--- src/rtl/core/alm_pkg.sv ---
// Shared types, constants and the decibel threshold table for the audio level meter.
// Used by alm_ctrl, alm_datapath and audio_level_meter_db; depends on nothing.
package alm_pkg;

   // Field and register widths
   localparam int SampleWidth = 16;
   localparam int SumWidth    = 32;
   localparam int CountWidth  = 16;
   localparam int WinWidth    = 10;
   localparam int LevelWidth  = 6;
   localparam int ThrWidth    = 20;
   localparam int DivCntWidth = 5;
   localparam int BitIdxWidth = 3;
   localparam int CsrAddrWidth = 4;

   localparam logic [SampleWidth-1:0] SignFold   = 16'h8000;
   localparam logic [SampleWidth-1:0] FoldBase   = 16'hffff;
   localparam logic [LevelWidth-1:0]  LevelMax   = 6'd60;
   localparam logic [WinWidth-1:0]    WinSat     = 10'h3ff;
   localparam logic [DivCntWidth-1:0] DivLast    = 5'd31;
   localparam logic [BitIdxWidth-1:0] BitTop     = 3'd5;

   // Reset values of the configuration registers
   localparam logic [CountWidth-1:0] WindowSamplesRst = 16'd64;
   localparam logic [CountWidth-1:0] LevelOffsetRst   = 16'd270;
   localparam logic [WinWidth-1:0]   WindowLimitRst   = 10'd399;

   // Register byte addresses
   localparam logic [CsrAddrWidth-1:0] AddrWindowSamples = 4'h0;
   localparam logic [CsrAddrWidth-1:0] AddrLevelOffset   = 4'h4;
   localparam logic [CsrAddrWidth-1:0] AddrWindowLimit   = 4'h8;

   typedef enum logic [2:0] {
      ST_IDLE,
      ST_DIV,
      ST_PREP,
      ST_LEVEL,
      ST_SEND
   } st_type;

   // Controller to datapath
   typedef struct packed {
      logic accept;
      logic div_step;
      logic lvl_init;
      logic lvl_step;
      logic out_load;
   } cmd_type;

   // Datapath to controller
   typedef struct packed {
      logic closing;
      logic past;
      logic div_last;
      logic lvl_last;
      logic out_full;
   } sts_type;

   // Smallest integer not below 10^(L/10), L = 0..60
   function automatic logic [ThrWidth-1:0] db_threshold(input logic [LevelWidth-1:0] idx);
      logic [ThrWidth-1:0] t;
      case (idx)
         6'd0:  t = 20'd1;      6'd1:  t = 20'd2;      6'd2:  t = 20'd2;
         6'd3:  t = 20'd2;      6'd4:  t = 20'd3;      6'd5:  t = 20'd4;
         6'd6:  t = 20'd4;      6'd7:  t = 20'd6;      6'd8:  t = 20'd7;
         6'd9:  t = 20'd8;      6'd10: t = 20'd10;     6'd11: t = 20'd13;
         6'd12: t = 20'd16;     6'd13: t = 20'd20;     6'd14: t = 20'd26;
         6'd15: t = 20'd32;     6'd16: t = 20'd40;     6'd17: t = 20'd51;
         6'd18: t = 20'd64;     6'd19: t = 20'd80;     6'd20: t = 20'd100;
         6'd21: t = 20'd126;    6'd22: t = 20'd159;    6'd23: t = 20'd200;
         6'd24: t = 20'd252;    6'd25: t = 20'd317;    6'd26: t = 20'd399;
         6'd27: t = 20'd502;    6'd28: t = 20'd631;    6'd29: t = 20'd795;
         6'd30: t = 20'd1000;   6'd31: t = 20'd1259;   6'd32: t = 20'd1585;
         6'd33: t = 20'd1996;   6'd34: t = 20'd2512;   6'd35: t = 20'd3163;
         6'd36: t = 20'd3982;   6'd37: t = 20'd5012;   6'd38: t = 20'd6310;
         6'd39: t = 20'd7944;   6'd40: t = 20'd10000;  6'd41: t = 20'd12590;
         6'd42: t = 20'd15849;  6'd43: t = 20'd19953;  6'd44: t = 20'd25119;
         6'd45: t = 20'd31623;  6'd46: t = 20'd39811;  6'd47: t = 20'd50119;
         6'd48: t = 20'd63096;  6'd49: t = 20'd79433;  6'd50: t = 20'd100000;
         6'd51: t = 20'd125893; 6'd52: t = 20'd158490; 6'd53: t = 20'd199527;
         6'd54: t = 20'd251189; 6'd55: t = 20'd316228; 6'd56: t = 20'd398108;
         6'd57: t = 20'd501188; 6'd58: t = 20'd630958; 6'd59: t = 20'd794329;
         6'd60: t = 20'd1000000;
         default: t = 20'hfffff;
      endcase
      return t;
   endfunction

endpackage

--- src/rtl/core/alm_ctrl.sv ---
// Sequencer for the audio level meter: accept, divide, level search, send.
// Depends on alm_pkg; drives alm_datapath through cmd_type, reads sts_type.
module alm_ctrl (
   input  logic             clock,
   input  logic             reset,
   input  logic             req_tvalid,
   output logic             req_tready,
   input  logic             rsp_tready,
   input  alm_pkg::sts_type sts,
   output alm_pkg::cmd_type cmd
);

   alm_pkg::st_type state_ff;
   alm_pkg::st_type state_in;

   // State register
   always_ff @(posedge clock) begin
      if (reset) begin
         state_ff <= alm_pkg::ST_IDLE;
      end else begin
         state_ff <= state_in;
      end
   end

   // Next state and commands
   always_comb begin
      state_in   = state_ff;
      cmd        = '0;
      req_tready = 1'b0;
      case (state_ff)
         alm_pkg::ST_IDLE: begin
            req_tready = 1'b1;
            if (req_tvalid) begin
               cmd.accept = 1'b1;
               if (sts.closing) begin
                  state_in = sts.past ? alm_pkg::ST_SEND : alm_pkg::ST_DIV;
               end
            end
         end
         alm_pkg::ST_DIV: begin
            cmd.div_step = 1'b1;
            if (sts.div_last) begin
               state_in = alm_pkg::ST_PREP;
            end
         end
         alm_pkg::ST_PREP: begin
            cmd.lvl_init = 1'b1;
            state_in     = alm_pkg::ST_LEVEL;
         end
         alm_pkg::ST_LEVEL: begin
            cmd.lvl_step = 1'b1;
            if (sts.lvl_last) begin
               state_in = alm_pkg::ST_SEND;
            end
         end
         alm_pkg::ST_SEND: begin
            if (!sts.out_full || rsp_tready) begin
               cmd.out_load = 1'b1;
               state_in     = alm_pkg::ST_IDLE;
            end
         end
         default: begin
            state_in = alm_pkg::ST_IDLE;
         end
      endcase
   end

endmodule

--- src/rtl/core/alm_datapath.sv ---
// Datapath of the audio level meter: magnitude accumulator, window counters,
// radix-2 divider, bitwise level search and the result register. Depends on alm_pkg.
module alm_datapath (
   input  logic                                 clock,
   input  logic                                 reset,
   input  alm_pkg::cmd_type                     cmd,
   output alm_pkg::sts_type                     sts,
   input  logic [alm_pkg::SampleWidth-1:0]      sample,
   input  logic                                 restart,
   input  logic [alm_pkg::CountWidth-1:0]       window_samples,
   input  logic [alm_pkg::CountWidth-1:0]       level_offset,
   input  logic [alm_pkg::WinWidth-1:0]         window_limit,
   input  logic                                 rsp_tready,
   output logic                                 rsp_valid,
   output logic [alm_pkg::LevelWidth-1:0]       rsp_level,
   output logic                                 rsp_past
);

   logic [alm_pkg::SumWidth-1:0]    sum_ff, sum_in;
   logic [alm_pkg::CountWidth-1:0]  cnt_ff, cnt_in;
   logic [alm_pkg::WinWidth-1:0]    win_ff, win_in;
   logic [alm_pkg::SumWidth-1:0]    quo_ff;
   logic [alm_pkg::CountWidth-1:0]  rem_ff;
   logic [alm_pkg::CountWidth-1:0]  dsr_ff;
   logic [alm_pkg::DivCntWidth-1:0] dcnt_ff;
   logic [alm_pkg::SumWidth-1:0]    x_ff;
   logic [alm_pkg::LevelWidth-1:0]  lvl_ff;
   logic [alm_pkg::BitIdxWidth-1:0] bit_ff;
   logic                            past_ff;
   logic                            ovalid_ff;
   logic [alm_pkg::LevelWidth-1:0]  olvl_ff;
   logic                            opast_ff;

   logic [alm_pkg::SampleWidth-1:0] mag;
   logic [alm_pkg::SumWidth-1:0]    sum_base, sum_new;
   logic [alm_pkg::CountWidth-1:0]  cnt_next, size;
   logic [alm_pkg::WinWidth-1:0]    win_base;
   logic                            closing, past;
   logic [alm_pkg::CountWidth:0]    rem_sh;
   logic                            ge;
   logic [alm_pkg::CountWidth:0]    rem_sub;
   logic                            pos;
   logic [alm_pkg::LevelWidth-1:0]  cand;
   logic                            take;

   // Fold sample to magnitude and find out whether this request closes a window
   always_comb begin
      mag      = (sample >= alm_pkg::SignFold) ? (alm_pkg::FoldBase - sample) : sample;
      sum_base = restart ? '0 : sum_ff;
      sum_new  = sum_base + {{(alm_pkg::SumWidth-alm_pkg::SampleWidth){1'b0}}, mag};
      cnt_next = restart ? alm_pkg::CountWidth'(1) : cnt_ff + alm_pkg::CountWidth'(1);
      size     = (window_samples == '0) ? alm_pkg::CountWidth'(1) : window_samples;
      closing  = (cnt_next == '0) || (cnt_next >= size);
      win_base = restart ? '0 : win_ff;
      past     = (win_base >= window_limit);
   end

   // Accumulator and counters
   always_comb begin
      sum_in = sum_ff;
      cnt_in = cnt_ff;
      win_in = win_ff;
      if (cmd.accept) begin
         sum_in = closing ? '0 : sum_new;
         cnt_in = closing ? '0 : cnt_next;
         win_in = win_base;
         if (closing && !past && (win_base != alm_pkg::WinSat)) begin
            win_in = win_base + alm_pkg::WinWidth'(1);
         end
      end
   end

   always_ff @(posedge clock) begin
      if (reset) begin
         sum_ff <= '0;
         cnt_ff <= '0;
         win_ff <= '0;
      end else begin
         sum_ff <= sum_in;
         cnt_ff <= cnt_in;
         win_ff <= win_in;
      end
   end

   // Restoring divider step, one quotient bit per cycle
   always_comb begin
      rem_sh  = {rem_ff, quo_ff[alm_pkg::SumWidth-1]};
      ge      = (rem_sh >= {1'b0, dsr_ff});
      rem_sub = rem_sh - {1'b0, dsr_ff};
   end

   // Level search step: try setting one more bit of the level
   always_comb begin
      pos  = (quo_ff > {{(alm_pkg::SumWidth-alm_pkg::CountWidth){1'b0}}, level_offset});
      cand = lvl_ff | (alm_pkg::LevelWidth'(1) << bit_ff);
      take = (cand <= alm_pkg::LevelMax) &&
             ({{(alm_pkg::SumWidth-alm_pkg::ThrWidth){1'b0}}, alm_pkg::db_threshold(cand)}
              <= x_ff);
   end

   // Divider and level search registers (payload, no reset)
   always_ff @(posedge clock) begin
      if (cmd.accept && closing) begin
         quo_ff  <= sum_new;
         rem_ff  <= '0;
         dsr_ff  <= size;
         dcnt_ff <= '0;
         lvl_ff  <= '0;
         past_ff <= past;
      end else if (cmd.div_step) begin
         quo_ff  <= {quo_ff[alm_pkg::SumWidth-2:0], ge};
         rem_ff  <= ge ? rem_sub[alm_pkg::CountWidth-1:0] : rem_sh[alm_pkg::CountWidth-1:0];
         dcnt_ff <= dcnt_ff + alm_pkg::DivCntWidth'(1);
      end else if (cmd.lvl_init) begin
         x_ff   <= pos ? (quo_ff - {{(alm_pkg::SumWidth-alm_pkg::CountWidth){1'b0}},
                                    level_offset} + alm_pkg::SumWidth'(1)) : '0;
         lvl_ff <= '0;
         bit_ff <= alm_pkg::BitTop;
      end else if (cmd.lvl_step) begin
         if (take) begin
            lvl_ff <= cand;
         end
         bit_ff <= bit_ff - alm_pkg::BitIdxWidth'(1);
      end
   end

   // Result register
   always_ff @(posedge clock) begin
      if (reset) begin
         ovalid_ff <= 1'b0;
      end else if (cmd.out_load) begin
         ovalid_ff <= 1'b1;
      end else if (rsp_tready) begin
         ovalid_ff <= 1'b0;
      end
   end

   always_ff @(posedge clock) begin
      if (cmd.out_load) begin
         olvl_ff  <= lvl_ff;
         opast_ff <= past_ff;
      end
   end

   always_comb begin
      sts.closing  = closing;
      sts.past     = past;
      sts.div_last = (dcnt_ff == alm_pkg::DivLast);
      sts.lvl_last = (bit_ff == '0);
      sts.out_full = ovalid_ff;
   end

   assign rsp_valid = ovalid_ff;
   assign rsp_level = olvl_ff;
   assign rsp_past  = opast_ff;

endmodule

--- src/rtl/core/audio_level_meter_db.sv ---
// Audio level meter top level: APB-style register file, controller and datapath.
// Depends on alm_pkg, alm_ctrl and alm_datapath.
// Requests that do not close a window can follow back to back. A window-closing request
// runs accept, 32 divider steps, 1 setup, 6 level-search steps and 1 result load (past the
// limit: accept and load only); the load waits on a still-unaccepted result.
// Synchronous active-high reset clears the counts, the result valid and loads register defaults.
module audio_level_meter_db (
   input  logic                              clock,
   input  logic                              reset,
   // request channel
   input  logic                              req_tvalid,
   output logic                              req_tready,
   input  logic [15:0]                       req_tdata,   // [15:0] sample
   input  logic [0:0]                        req_tuser,   // [0] restart
   // result channel
   output logic                              rsp_tvalid,
   input  logic                              rsp_tready,
   output logic [7:0]                        rsp_tdata,   // [5:0] level_db, [7:6] zero
   output logic [0:0]                        rsp_tuser,   // [0] past_limit
   // register port
   input  logic                              csr_psel,
   input  logic                              csr_penable,
   input  logic                              csr_pwrite,
   input  logic [alm_pkg::CsrAddrWidth-1:0]  csr_paddr,
   input  logic [31:0]                       csr_pwdata,
   output logic [31:0]                       csr_prdata,
   output logic                              csr_pready
);

   logic [alm_pkg::CountWidth-1:0] wsamp_ff;
   logic [alm_pkg::CountWidth-1:0] offs_ff;
   logic [alm_pkg::WinWidth-1:0]   wlim_ff;
   logic                           csr_wr;
   alm_pkg::cmd_type               cmd;
   alm_pkg::sts_type               sts;
   logic [alm_pkg::LevelWidth-1:0] rsp_level;
   logic                           rsp_past;

   // Register writes
   assign csr_pready = 1'b1;
   assign csr_wr     = csr_psel && csr_penable && csr_pwrite && csr_pready;

   always_ff @(posedge clock) begin
      if (reset) begin
         wsamp_ff <= alm_pkg::WindowSamplesRst;
         offs_ff  <= alm_pkg::LevelOffsetRst;
         wlim_ff  <= alm_pkg::WindowLimitRst;
      end else if (csr_wr) begin
         case (csr_paddr)
            alm_pkg::AddrWindowSamples: wsamp_ff <= csr_pwdata[alm_pkg::CountWidth-1:0];
            alm_pkg::AddrLevelOffset:   offs_ff  <= csr_pwdata[alm_pkg::CountWidth-1:0];
            alm_pkg::AddrWindowLimit:   wlim_ff  <= csr_pwdata[alm_pkg::WinWidth-1:0];
            default: ;
         endcase
      end
   end

   // Register reads
   always_comb begin
      case (csr_paddr)
         alm_pkg::AddrWindowSamples: csr_prdata = {16'b0, wsamp_ff};
         alm_pkg::AddrLevelOffset:   csr_prdata = {16'b0, offs_ff};
         alm_pkg::AddrWindowLimit:   csr_prdata = {22'b0, wlim_ff};
         default:                    csr_prdata = '0;
      endcase
   end

   alm_ctrl u_ctrl (
      .clock      (clock),
      .reset      (reset),
      .req_tvalid (req_tvalid),
      .req_tready (req_tready),
      .rsp_tready (rsp_tready),
      .sts        (sts),
      .cmd        (cmd)
   );

   alm_datapath u_dp (
      .clock          (clock),
      .reset          (reset),
      .cmd            (cmd),
      .sts            (sts),
      .sample         (req_tdata),
      .restart        (req_tuser[0]),
      .window_samples (wsamp_ff),
      .level_offset   (offs_ff),
      .window_limit   (wlim_ff),
      .rsp_tready     (rsp_tready),
      .rsp_valid      (rsp_tvalid),
      .rsp_level      (rsp_level),
      .rsp_past       (rsp_past)
   );

   assign rsp_tdata = {2'b0, rsp_level};
   assign rsp_tuser = rsp_past;

   // A window past the limit reports level zero
   a_past_zero: assert property (@(posedge clock) disable iff (reset)
      rsp_tvalid && rsp_tuser[0] |-> rsp_tdata[5:0] == 6'd0)
      else $error("past-limit result with nonzero level");

   // Level never exceeds the table top
   a_level_range: assert property (@(posedge clock) disable iff (reset)
      rsp_tvalid |-> rsp_tdata[5:0] <= alm_pkg::LevelMax)
      else $error("level above maximum");

   // A new result is loaded only while the request side is held off
   a_load_busy: assert property (@(posedge clock) disable iff (reset)
      $rose(rsp_tvalid) |-> !$past(req_tready))
      else $error("result loaded while taking requests");

endmodule
--- config.mk ---
export PLATFORM = sky130hd
export DESIGN_NAME = audio_level_meter_db
export DESIGN_NICKNAME = d
export VERILOG_FILES = /design/src/rtl/core/alm_pkg.sv /design/src/rtl/core/alm_ctrl.sv /design/src/rtl/core/alm_datapath.sv /design/src/rtl/core/audio_level_meter_db.sv
export SDC_FILE = /design/constraint.sdc
export NUM_CORES = 1
export LEC_CHECK = 0
export ABC_AREA = 1
export BUFFER_PORTS_ARGS = -buffer_cell sky130_fd_sc_hd__buf_2
export CORE_ASPECT_RATIO = 1.75
export CORE_MARGIN = 8
export CORE_UTILIZATION = 34
export DETAILED_ROUTE_END_ITERATION = 6
export RECOVER_POWER = 25
export SETUP_SLACK_MARGIN = 0.4
export SKIP_LAST_GASP = 1
export SLEW_MARGIN = 10
export SYNTH_ARGS = -nofsm -noshare
export SYNTH_HDL_FRONTEND = slang
export SYNTH_SLANG_ARGS = --single-unit
--- constraint.sdc ---
create_clock -name clock -period 8 [get_ports clock]
set_clock_uncertainty 0.1 [all_clocks]
set_input_delay 0.8 -clock clock [delete_from_list [all_inputs] [get_ports clock]]
set_output_delay 0.8 -clock clock [all_outputs]
set_load 0.01 [all_outputs]
Word-level counts from Yosys, hierarchy flattened
Memory sizes are Yosys's and may differ from the RTL's.
Cells that the tools add are included.
Word-level totals
  bits in registers: 222
  ROM bits: 1280
  input bits: 60
  logic and storage cells: 111
  memories kept: 1
Memory list
  (no name shown): depth 64, bits a word 20, read ports 1, clocked after memory_dff 0, wr ports 0, line alm_pkg.sv:62  | case (idx)
Cells by class
  $add $sub $neg: 9
  $lt $le $gt $ge: 7
  eq/ne operators: 13
  shift operators: 1
  muxes and demuxes: 33
  bitwise operators: 3
  reductions and logical operators: 26
Operator list (count)
  two-way mux 32 bit: 4
  two-way mux 16 bit: 5
  case mux 16 bit (3 select lines): 1
  adder 32 x 1 -> 32 bit (second input constant): 1
  adder 32 x 16 -> 32 bit: 1
  greater-than comparator 32 x 16 -> 1 bit: 1
  less-or-equal comparator 20 x 32 -> 1 bit: 1
  logical NOT 16 bit: 2
  subtractor 32 x 16 -> 32 bit: 1
  two-way mux 3 bit: 7
  two-way mux 10 bit: 2
  two-way mux 6 bit: 3
  >= comparator 17 x 16 -> 1 bit: 1
  adder 16 x 1 -> 16 bit (second input constant): 1
  >= comparator 16 bit: 1
  >= comparator 16 bit (second input constant): 1
  subtractor 16 bit: 1
  subtractor 16 bit (first input constant): 1
  case mux 3 bit (5 select lines): 1
  adder 10 x 1 -> 10 bit (second input constant): 1
  >= comparator 10 bit: 1
  two-way mux 1 bit: 10
  != test 10 bit (second input constant): 1
  AND reduction 3 bit: 3
  other kinds (22): 40

Logic depth before layout (Yosys ltp)
Gate-level depths: netlist of the first run.
An unclocked memory read counts as a cell.
  word-level depth: 8
  mapped depth: 27

Modules after synthesis
Synthesis of the first run repeated with hierarchy kept, for this count alone.
Second synthesis, totals
  cells, all modules: 2584
  area, all modules: 17735.8 µm²
By module, submodules not included
  alm_datapath: instances 1, cells each 2189, area each 15173.3 µm²
  audio_level_meter_db: instances 1, cells each 339, area each 2239.6 µm²
  alm_ctrl: instances 1, cells each 56, area each 322.8 µm²

Worst setup path after synthesis of the first run
Ideal clock, no wire load.
  path type: input port to flip-flop
  start point: input port req_tdata[14]
  end point: register u_dp.quo_ff[30] (netlist bit) (data pin)
  arrival: 3.757 ns
  required time: 7.638 ns
  slack: 3.881 ns
  stages on the path: 19
  path buffers: 1
  path through: inv_1 -> ha_1 -> nor4b_1 -> nand4_1 -> nand2_1 -> buf_2 -> xor2_1 -> ha_1 -> inv_1 -> fa_1 -> o21ai_0 -> nand3_1 -> nand2_1 -> nand2_1 -> nand2_1 -> nand2_1 -> nor2_1 -> xor2_1 -> o21ai_0
On the way
  cells in the longest elaborated chain, start to end: 4
  elaborated cells between the ends (all ways): 5
  classes of those cells: 2 x add/sub; 1 x order compare; 2 x mux
RTL lines
  start: declaration: line audio_level_meter_db.sv:13  | input logic [15:0] req_tdata,
  subtractor 16 bit / >= comparator 16 bit (equally long branches): line alm_datapath.sv:48  | mag = (sample >= alm_pkg::SignFold) ? (alm_pkg::FoldBase - sample) : sample;
  two-way mux 16 bit *: line alm_datapath.sv:48
  adder 32 x 16 -> 32 bit *: line alm_datapath.sv:50  | sum_new = sum_base + {{(alm_pkg::SumWidth-alm_pkg::SampleWidth){1'b0}}, mag};
  two-way mux 32 bit *: line alm_datapath.sv:103  | if (cmd.accept && closing) begin
  end signal: assignment: line alm_datapath.sv:104  | quo_ff <= sum_new;
  end signal: assignment: line alm_datapath.sv:111  | quo_ff <= {quo_ff[alm_pkg::SumWidth-2:0], ge};
  end: declaration: line alm_datapath.sv:22  | logic [alm_pkg::SumWidth-1:0] quo_ff;
Mark *: on every way between the ends. The rest lies on a longest branch, timed or not.
A chain may end at the register's enable or synchronous reset.

Worst setup path in the final report of the first run
  start point: register u_dp.bit_ff[0] (netlist bit)
  end point: register u_dp.lvl_ff[0] (netlist bit)
On the way
  cells in the longest elaborated chain, start to end: 7
  elaborated cells between the ends (all ways): 11
  classes of those cells: 2 x order compare; 1 x shift; 3 x mux; 1 x bitwise; 3 x reduce/logical; 1 x memory
RTL lines
  start: declaration: line alm_datapath.sv:28  | logic [alm_pkg::BitIdxWidth-1:0] bit_ff;
  start signal: assignment: line alm_datapath.sv:118  | bit_ff <= alm_pkg::BitTop;
  start signal: assignment: line alm_datapath.sv:123  | bit_ff <= bit_ff - alm_pkg::BitIdxWidth'(1);
  left shift 1 x 3 -> 6 bit *: line alm_datapath.sv:95  | cand = lvl_ff | (alm_pkg::LevelWidth'(1) << bit_ff);
  bitwise OR 6 bit *: line alm_datapath.sv:95
  memory read (64 x 20 bit)
  less-or-equal comparator 20 x 32 -> 1 bit: line alm_datapath.sv:98  | <= x_ff);
  logical AND 1 bit: line alm_datapath.sv:96  | take = (cand <= alm_pkg::LevelMax) &&
  nonzero test 2 bit (no line)
  AND reduction 3 bit (no line)
  end signal: assignment: line alm_datapath.sv:121  | lvl_ff <= cand;
  end: declaration: line alm_datapath.sv:27  | logic [alm_pkg::LevelWidth-1:0] lvl_ff;
Mark *: on every way between the ends. The rest lies on a longest branch, timed or not. The select of a mux whose other input is x is not followed.

==> results of run 1 <==
[cell type report]
| type | instances | share of cell area [%] |
|---|---|---|
| inverters | 413 | 8.22 |
| multi-input cells | 1729 | 52.2 |
| well taps | 666 | 4.42 |
| flip-flops and latches | 222 | 28.4 |
| clock buffers | 31 | 3.65 |
| repair buffers | 84 | 2.33 |
| clock inverters | 13 | 0.796 |
[metal layers]
layer / track usage, % / wire length [um]
met4: 9.54 / 2940
met5: 0 / 0
met3: 1.61 / 2190
met1: 18.9 / 20300
met2: 33.7 / 28000
[sequential cells by signal (all words and copies together) (netlist names), 16 cells and up]
name	cells
u_dp.quo_ff	32
u_dp.sum_ff	32
u_dp.x_ff	32
offs_ff	16
u_dp.cnt_ff	16
u_dp.dsr_ff	16
u_dp.rem_ff	16
wsamp_ff	16
[layout by cell type (no fill, tap or decap), types with 48 or more instances in the layout]
cell type  Yosys  routed
dfxtp_1      131     131
a21oi_1      260     260
nand3_1      150     150
buf_2         14      58
o21ai_0      136     136
nor2_1       236     236
edfxtp_1      91      91
ha_1         160     160
inv_1        404     403
nand4_1       48      48
nand2_1      453     453
[worst paths after layout]
kind                   from             end  slack, ns
max          u_dp.bit_ff[0]  u_dp.lvl_ff[0]       3.15
min             wsamp_ff[2]  u_dp.dsr_ff[2]       0.34
min reg2reg     wsamp_ff[2]  u_dp.dsr_ff[2]       0.34
max reg2reg  u_dp.bit_ff[0]  u_dp.lvl_ff[0]       3.15
[logic make-up after synthesis]
logic type,Yosys count
fa+ha+maj,170
other cells,2
buf+inv,520
xor+xnor,59
flops,222
simple gates,965
compound gates,516
[cells in the mapped netlist, drive strengths merged, types with 2 or more instances]
cell type  count  area, um^2
xnor2         16         140
o221ai        14         123
o31ai          3        22.5
dfxtp        131        2620
nand3b         3        22.5
or2           11        68.8
nand4         48         300
nor3          28         160
o2111ai        5        43.8
o311ai         3        26.3
xor2          43         377
nor4          11        68.8
a211oi         7        52.6
edfxtp        91        2730
nand2        460        1760
inv          410        1540
o22ai         10        62.6
a21boi         8        60.1
nand3        153         781
o211ai        11        82.6
clkinv         3        11.3
clkbuf        58         218
nor2         245         947
buf           49         337
ha           160        2000
nor3b          2        25.0
o21ai        150         754
conb           2        7.51
o21bai         9        67.6
o32ai          2        17.5
a31oi         12        75.1
fa            10         200
a21o           8        60.1
a21oi        261        1310
a221oi         4        35.0
o21a           4        30.0
and3           2        12.5
[per-stage QoR]
step	util, %	instance area (um^2)
finish	37.5	18900
global route	37.5	18900
detailed placement	35.9	18000
CTS	37.5	18900
global placement	35.9	18000
floorplan	-	17300
[worst register-to-register path: stages, from the launching register on]
cell and delay [ns]:
edfxtp_1 0.45, ha_1 0.27, a21oi_2 0.65, clkinv_1 0.62, nand2_2 0.37, inv_1 0.27
a211oi_1 0.42, ha_1 0.32, nand2_1 0.06, nor2_1 0.04, a211oi_1 0.18, nand2_1 0.11
nand2_1 0.07, nand2_1 0.04, nand2_1 0.05, nand2_1 0.05, nand2_1 0.25, nand2_1 0.21
nand2_1 0.11, a21oi_1 0.06
[power by group]
part	internal (uW)	leakage (uW)	switching, uW	total (uW)
clock network	681	0.000404	509	1190
registers	1270	0.00189	42.3	1310
logic	391	0.00645	820	1210
total	2340	0.00875	1370	3710
==> results.cfg, run 1 <==
[setup_path]
cp_num_buf_inv = 2
end_kind = flip-flop
critical-path-max-stage-delay_ns = 0.65
cp_num_cells = 19
criticalPathCategory = flip-flop to flip-flop
critPathArrivalTime_ns = 5.15
critical_path.most_common_cell = nand2_1
worstPathRequired_ns = 8.30
cpLargestDelayFamily = simple AND/OR/NAND/NOR gates
setup.worst_path.start_class = flip-flop
rr_worst_depth = 19
crit_path_cell_trace = ha_1, a21oi_2, clkinv_1, nand2_2, inv_1, a211oi_1, ha_1, nand2_1, nor2_1, a211oi_1, nand2_1, nand2_1, nand2_1, nand2_1, nand2_1, nand2_1, nand2_1, nand2_1, a21oi_1
critPathSlowestCell = a21oi_2
cp_max_fo = 14

[grt]
grt-ovfl-total = 0
grt_max_degree = 68
globalRouteTotalUtil_pct = 17.8
wire_length_of_the_first_global_routing_pass_um = 83500
vias_in_the_first_global_route = 15937
antenna_found_initial = 0

[clock_tree]
hold_buffers = 0
cts.clk_slew.worst_paths_ns = 0.07
cts_htree_levels = 1
cts_tree = yes
postCtsSetupBuffers = 0
clk_latency_ns = 0.55
cts_made_buffers = 24
cts.sink_count = 222
post_cts_resized = 0
ctsRootBufferMaster = clkbuf_16
clock_tree.buffer_depth = 3

[synthesis]
synthMuxAreaShare_pct = 0
synth_compound_gate_area_share_pct = 16.8
post_synth_xor_area_fraction_pct = 3.00
synth_top_flop_cell = dfxtp_1
post_synth_fa_ha_maj_area_fraction_pct = 12.8
synth_area_per_cell_um2 = 7.02
combinational_family_with_the_most_area_after_synthesis = simple AND/OR/NAND/NOR gates
cells_after_synthesis = 2454
synthArstFlopShare_pct = 0
register_area_share_after_synthesis_pct = 31.1
yosysWarnings = 0
netlist-cell-type-count = 58
count_of_flip_flops_with_a_built_in_enable_after_synthesis = 91
post_synth_and_or_nand_nor_area_fraction_pct = 24.2
syn-cell-area_um2 = 17200
postSynthRegisterBits = 222

[drt]
detailedRoute.firstPassIterationCount = 6
post-route-drc-count = 0
drt_iter0_drc = 983
final_antenna_net_count = 0
routed_wirelength_um = 53500
detail_route.wl_per_cell_um = 16.9
route.detailed.vias_per_inst = 5.12
count_of_vias_placed_by_the_detailed_router = 16172

[job]
max-cap-violations = 2

[timing]
worst_pin_slew_ns = 2.90
setup_total_neg_slack_ns = 0
layout_min_cycle_time_ns = 4.85
finalHoldViolations = 0
grt_setup_unrepaired = no
setup_ws_ns = 3.15
final.period_utilization_pct = 60.7
maxSlewViolCount = 90
finalSetupViolations = 0
worst_hold_slack_ns = 0.336
max_slew_margin_pct = -93.5
fmaxAchievable_mhz = 206

[hold_path]
worstHoldPathCells = 0
type_of_the_tightest_min_delay_check = flip-flop to flip-flop

[cells_and_area]
area_growth_pct = 9.44
drive_gt1_share_pct = 6.46
multi_input_comb_area_um2 = 9850
n_antenna_cell = 0
sequential_cell_area_um2 = 5360
fillCellCount = 5336
final_layout_net_count = 2704
finalNonFillerCells = 3158

[placed_design]
gp_congestion = 0.943
placedCellCount = 3114
post-place-ws_ns = 3.06
dp_hpwl_um = 42300
port_buffers = 68

[pwr]
p_total_uw = 3710
worst_vdd_rail_ir_drop_mv = 0.225
power_density_over_the_cells_nw_per_um2 = 197
static-leakage-power_uw = 0.00875

[status]
violations = capacitance limit, slew limit
outcome = finished, violations left

[floorplan]
core_area_um2 = 50300
dieArea_um2 = 58400
die_h_um = 314
num_rows = 109
die-width_um = 186
io_pins = 104
start_util_pct = 34.3
No activity file was read; power rests on OpenSTA's default activity.
==> inputs of run 2 (changes only) <==
Clock period 8 ns to 4.6 ns, I/O delays scaled along.
==> run 2 against run 1 <==
The flow still finishes with violations (capacitance limit, slew limit). Register-to-register slack got worse by 2.5 ns. Highest routed layer unchanged. Critical endpoint is now u_dp.lvl_ff[4]. First-iteration DRC count is 0.10% lower. Non-clock buffer count rose by 35. Wire length up 0.20%. Critical path type unchanged. Largest power group unchanged.
==> results.cfg, run 2 (same netlist as run 1, synthesis figures left out) <==
[timing]
max_slew_margin_pct = -16.2
grt_setup_unrepaired = yes
worst_pin_slew_ns = 1.74
layout_min_cycle_time_ns = 3.94
fmaxAchievable_mhz = 254
finalSetupViolations = 0
finalHoldViolations = 0
setup_total_neg_slack_ns = 0
maxSlewViolCount = 34
final.period_utilization_pct = 85.6

[setup_path]
setup.worst_path.start_class = flip-flop
criticalPathCategory = flip-flop to flip-flop
worstPathRequired_ns = 4.99
r2r_slack_ns = 0.66
critPathArrivalTime_ns = 4.33
regToRegEndpoint = u_dp.lvl_ff[4]
rr_startpoint = u_dp.bit_ff[0]
end_kind = flip-flop
timing.critical_path.from = u_dp.bit_ff[0]
crit_end = u_dp.lvl_ff[4]
cp_max_fo = 9
rr_worst_depth = 23

[placed_design]
port_buffers = 68
place_area_um2 = 18300
placedCellCount = 3144
dp_hpwl_um = 42900
gp_congestion = 0.987

[cells_and_area]
reg.largest.list = u_dp.quo_ff (32), u_dp.sum_ff (32), u_dp.x_ff (32)
fillCellCount = 5356
mostFrequentLayoutCell = nand2_1
final_layout_net_count = 2738
design_area_um2 = 19100
n_antenna_cell = 0
area_growth_pct = 10.8
most_frequent_cells_in_the_layout = 450 x nand2_1, 398 x inv_1, 258 x a21oi_1
finalNonFillerCells = 3191
drive_gt1_share_pct = 8.48

[pwr]
switchingPower_uw = 2430
internal_power_uw = 3940
p_seq_share_pct = 35.9
p_clk_share_pct = 28.9
p_total_uw = 6370
switching_fraction_pct = 38.2
power_frac_comb_pct = 35.2
power_density_over_the_cells_nw_per_um2 = 334
static-leakage-power_uw = 0.00889
worst_vdd_rail_ir_drop_mv = 0.307

[drt]
final_antenna_net_count = 0
routed_wirelength_um = 53600
detail_route.wl_per_cell_um = 16.8
detailedRoute.firstPassIterationCount = 5
route.detailed.vias_per_inst = 5.11
post-route-drc-count = 0
count_of_vias_placed_by_the_detailed_router = 16315
drt_iter0_drc = 982

[clock_tree]
clock_tree.buffer_depth = 3
cts.sink_count = 222
clk_latency_ns = 0.57
cts.clk_slew.worst_paths_ns = 0.07
cts_made_buffers = 23
cts_tree = yes
cts_htree_levels = 1
ctsRootBufferMaster = clkbuf_16

[job]
max-cap-violations = 1

[floorplan]
start_util_pct = 34.3
io_pins = 104
die-width_um = 186
num_rows = 109
dieArea_um2 = 58400
core_area_um2 = 50300
die_h_um = 314

[status]
outcome = finished, violations left
violations = capacitance limit, slew limit

[grt]
vias_in_the_first_global_route = 16151
wire_length_of_the_first_global_routing_pass_um = 83700
grt_max_degree = 67
antenna_found_initial = 0
grt-ovfl-total = 0
globalRouteTotalUtil_pct = 18.0

[hold_path]
type_of_the_tightest_min_delay_check = input port to flip-flop
## run 2: changes by cell type in the layout (fill, tap and decap cells not counted), moves of 3 or more
cell      before  now
buf_4         14   48
inv_2          7   11
nor2_1       236  232
nand2_1      453  450
inv_1        403  398
clkbuf_8       4    1
nor2_2         8   12
## run 2: final cells by class
cell class	count	area (um^2)	share of cell area (%)
Clock buffer	27	601	3.14
Multi-Input combinational cell	1729	9920	51.9
Sequential cell	222	5360	28.0
Inverter	413	1550	8.13
Clock inverter	15	125	0.655
Tap cell	666	833	4.36
Timing Repair Buffer	119	718	3.76
## run 2: per-stage QoR
| step | hold WS, ns | worst slack (ns) | util (%) |
|---|---|---|---|
| after floorplan | 0.300 | 0.698 | - |
| after global placement | 0.318 | 0.245 | 36.3 |
| after detailed placement | 0.316 | 0.234 | 36.3 |
| after CTS | 0.0674 | 0.436 | 37.8 |
| after global routing | 0.0953 | 0.330 | 38.0 |
| final | 0.0913 | 0.663 | 38.0 |
## run 2: power by group through the flow
| stage | clock (uW) | combinational (uW) | sequential [uW] |
|---|---|---|---|
| global placement | 0 | 2150 | 2320 |
| CTS | 1890 | 2180 | 2280 |
| detailed placement | 0 | 2160 | 2330 |
| finish | 1840 | 2250 | 2290 |
| floorplan | 0 | 1510 | 2300 |
| global route | 1960 | 2500 | 2300 |
## run 2: metal layers
layer	GRT usage (%)	part of all wire (%)	up-vias
met5	0	0	-
met3	1.76	4.0	165
li1	-	-	8171
met4	10.8	6.4	0
met2	33.6	52	469
met1	18.8	37	7510
## run 2: worst max-delay path, stage by stage (launching register included)
cell and delay [ns]:
edfxtp_1 0.44, inv_1 0.14, ha_2 0.21, inv_1 0.04
o21ai_1 0.15, buf_4 0.21, ha_1 0.28, nor2_1 0.19
inv_1 0.12, nand3_1 0.10, nand3_1 0.07, o311ai_0 0.37
ha_1 0.33, a21oi_1 0.17, a21o_1 0.14, nand2_1 0.06
nand2_1 0.07, nand2_1 0.04, nand2_1 0.06, nand2_1 0.08
nand2_4 0.12, buf_4 0.12, nand4_1 0.07, a21oi_1 0.18
## run 2: how the worst min path moves through the flow
stage	slack (ns)	start	depth (start not counted)	to
floorplan	0.30	u_dp.past_ff	0	u_dp.rsp_past
global placement	0.32	wsamp_ff[2]	0	u_dp.dsr_ff[2]
detailed placement	0.32	wsamp_ff[15]	0	u_dp.dsr_ff[15]
CTS	0.07	csr_pwdata[6]	3	wsamp_ff[6]
global route	0.1	csr_pwdata[0]	3	wlim_ff[0]
finish	0.09	csr_pwdata[6]	3	wsamp_ff[6]
## run 2: timing repair
item / 4_1_cts / 5_1_grt
pin swaps: 0 / 1
endpoints found under the setup margin: 6 / 47
hold buffers: 0 / 0
gates resized for setup: 2 / 24
buffers inserted: 0 / 5
==> inputs of run 3 (changes only) <==
Settings changed: CORE_ASPECT_RATIO 1.75 to default.
==> run 3 against run 2 <==
The run now ends clean. Highest routed layer unchanged. Final cell count hardly changed. Wire length fell by 6.5%. Sequential power is essentially flat. First-iteration DRC count up 22%. Clock-buffer cell count is 6 higher. Core utilization rose by 0.37 points. Global-route usage decreased by 1.4 points. Critical path depth increased by 3. Design area up 0.46%. Sequential share of layout area decreased by 0.13 points.
==> results.cfg, run 3 (same netlist as run 1, synthesis figures left out) <==
[pwr]
static-leakage-power_uw = 0.00891
p_clk_share_pct = 33.0
switching_fraction_pct = 35.8
power_density_over_the_cells_nw_per_um2 = 347
worst_vdd_rail_ir_drop_mv = 0.256
switchingPower_uw = 2380
p_seq_share_pct = 34.4
internal_power_uw = 4270
power_frac_comb_pct = 32.5

[drt]
post-route-drc-count = 0
drt_iter0_drc = 1200
route.detailed.vias_per_inst = 5.04
routed_wirelength_um = 50100
detailedRoute.firstPassIterationCount = 7
count_of_vias_placed_by_the_detailed_router = 16082
final_antenna_net_count = 0
detail_route.wl_per_cell_um = 15.7

[grt]
groute.layer.met1.usage_pct = 23.4
globalRoute.busiestLayer = met2
grt-ovfl-total = 0
wire_length_of_the_first_global_routing_pass_um = 78800
use_met2_pct = 26.7
vias_in_the_first_global_route = 14988
grt_max_degree = 67
globalRouteTotalUtil_pct = 16.5
antenna_found_initial = 0
gr_met3_demand_resource_pct = 1.90

[hold_path]
type_of_the_tightest_min_delay_check = input port to flip-flop

[placed_design]
dp_hpwl_um = 39200
port_buffers = 68
gp_congestion = 0.981
post-place-ws_ns = 0.288

[setup_path]
critPathArrivalTime_ns = 4.21
setup.worst_path.start_class = flip-flop
critical-path-max-stage-delay_ns = 0.44
cp_max_fo = 7
criticalPathCategory = flip-flop to flip-flop
critical_path.most_common_cell = nand2_1
worstPathRequired_ns = 4.90
critPathSlowestCell = edfxtp_1
end_kind = flip-flop

[timing]
max_slew_margin_pct = 27.0
final.period_utilization_pct = 85.0
setup_total_neg_slack_ns = 0
finalHoldViolations = 0
layout_min_cycle_time_ns = 3.91
setup_ws_ns = 0.690
fmaxAchievable_mhz = 256
maxSlewViolCount = 0
grt_setup_unrepaired = no
finalSetupViolations = 0
worst_pin_slew_ns = 1.09

[cells_and_area]
mostFrequentLayoutCell = nand2_1
most_frequent_cells_in_the_layout = 451 x nand2_1, 400 x inv_1, 259 x a21oi_1
final_layout_net_count = 2730
n_antenna_cell = 0
drive_gt1_share_pct = 7.82
area_growth_pct = 11.3
reg.largest.list = u_dp.quo_ff (32), u_dp.sum_ff (32), u_dp.x_ff (32)

[clock_tree]
ctsRootBufferMaster = clkbuf_16
clk_latency_ns = 0.55
cts_tree = yes
cts_htree_levels = 1
hold_buffers = 0
cts.clk_slew.worst_paths_ns = 0.06
cts_made_buffers = 26
cts.sink_count = 222
clock_tree.buffer_depth = 3

[floorplan]
core_area_um2 = 50100
num_rows = 82
die-width_um = 241
die_h_um = 241
dieArea_um2 = 58200
start_util_pct = 34.4
io_pins = 104

[job]
max-cap-violations = 0

[status]
outcome = completed
-- run 3: through the flow --
step / util [%] / hold slack, ns / cells / instance area (um^2) / power, uW
global route: 38.3 / 0.0509 / 3192 / 19200 / 7050
finish: 38.3 / 0.0643 / 3192 / 19200 / 6650
floorplan: - / 0.300 / 2471 / 17300 / 3810
global placement: 36.4 / 0.308 / 3140 / 18200 / 4420
CTS: 38.3 / 0.0428 / 3188 / 19200 / 6630
detailed placement: 36.4 / 0.318 / 3140 / 18200 / 4420
-- run 3: critical path: cells and delay by family (launching register included) --
family	cells	cell delay, ns
AND/OR/NAND/NOR	12	0.87
AO/OA/AOI/OAI	5	0.87
flip-flops	1	0.44
buffers and inverters	6	0.75
adder cells (fa/ha/maj)	3	0.74
-- run 3: final cells by class --
type | count | area, um^2
Tap cell | 672 | 841
Multi-Input combinational cell | 1729 | 9880
Clock inverter | 15 | 154
Inverter | 413 | 1550
Fill cell | 5328 | 30900
Clock buffer | 33 | 781
Timing Repair Buffer | 108 | 623
Sequential cell | 222 | 5360
-- run 3: repair_timing --
item,in CTS,in global routing
setup buffers,0,3
setup endpoints to repair,6,6
gates resized for setup,2,12
gates cloned,0,1
pin swaps,0,1
-- run 3: power by group through the flow --
| stage | registers [uW] | clock network (uW) | logic (uW) |
|---|---|---|---|
| final | 2290 | 2200 | 2160 |
| after global routing | 2300 | 2320 | 2420 |
| after CTS | 2290 | 2240 | 2100 |
| after detailed placement | 2330 | 0 | 2090 |
| after global placement | 2320 | 0 | 2100 |
| after floorplan | 2300 | 0 | 1510 |
-- run 3: final timing paths --
check | end | from | cells after the start | slack, ns
max | u_dp.lvl_ff[1] | u_dp.bit_ff[0] | 26 | 0.69
min | wsamp_ff[6] | csr_pwdata[6] | 3 | 0.06
max reg2reg | u_dp.lvl_ff[1] | u_dp.bit_ff[0] | 26 | 0.69
min reg2reg | u_dp.dsr_ff[5] | wsamp_ff[5] | 0 | 0.33
-- run 3: per-layer routing --
metal  routed length, um  part of all wire (%)
met5                   0                     0
met4                1140                   2.3
met3                2620                   5.2
met2               22500                    45
met1               23800                    48
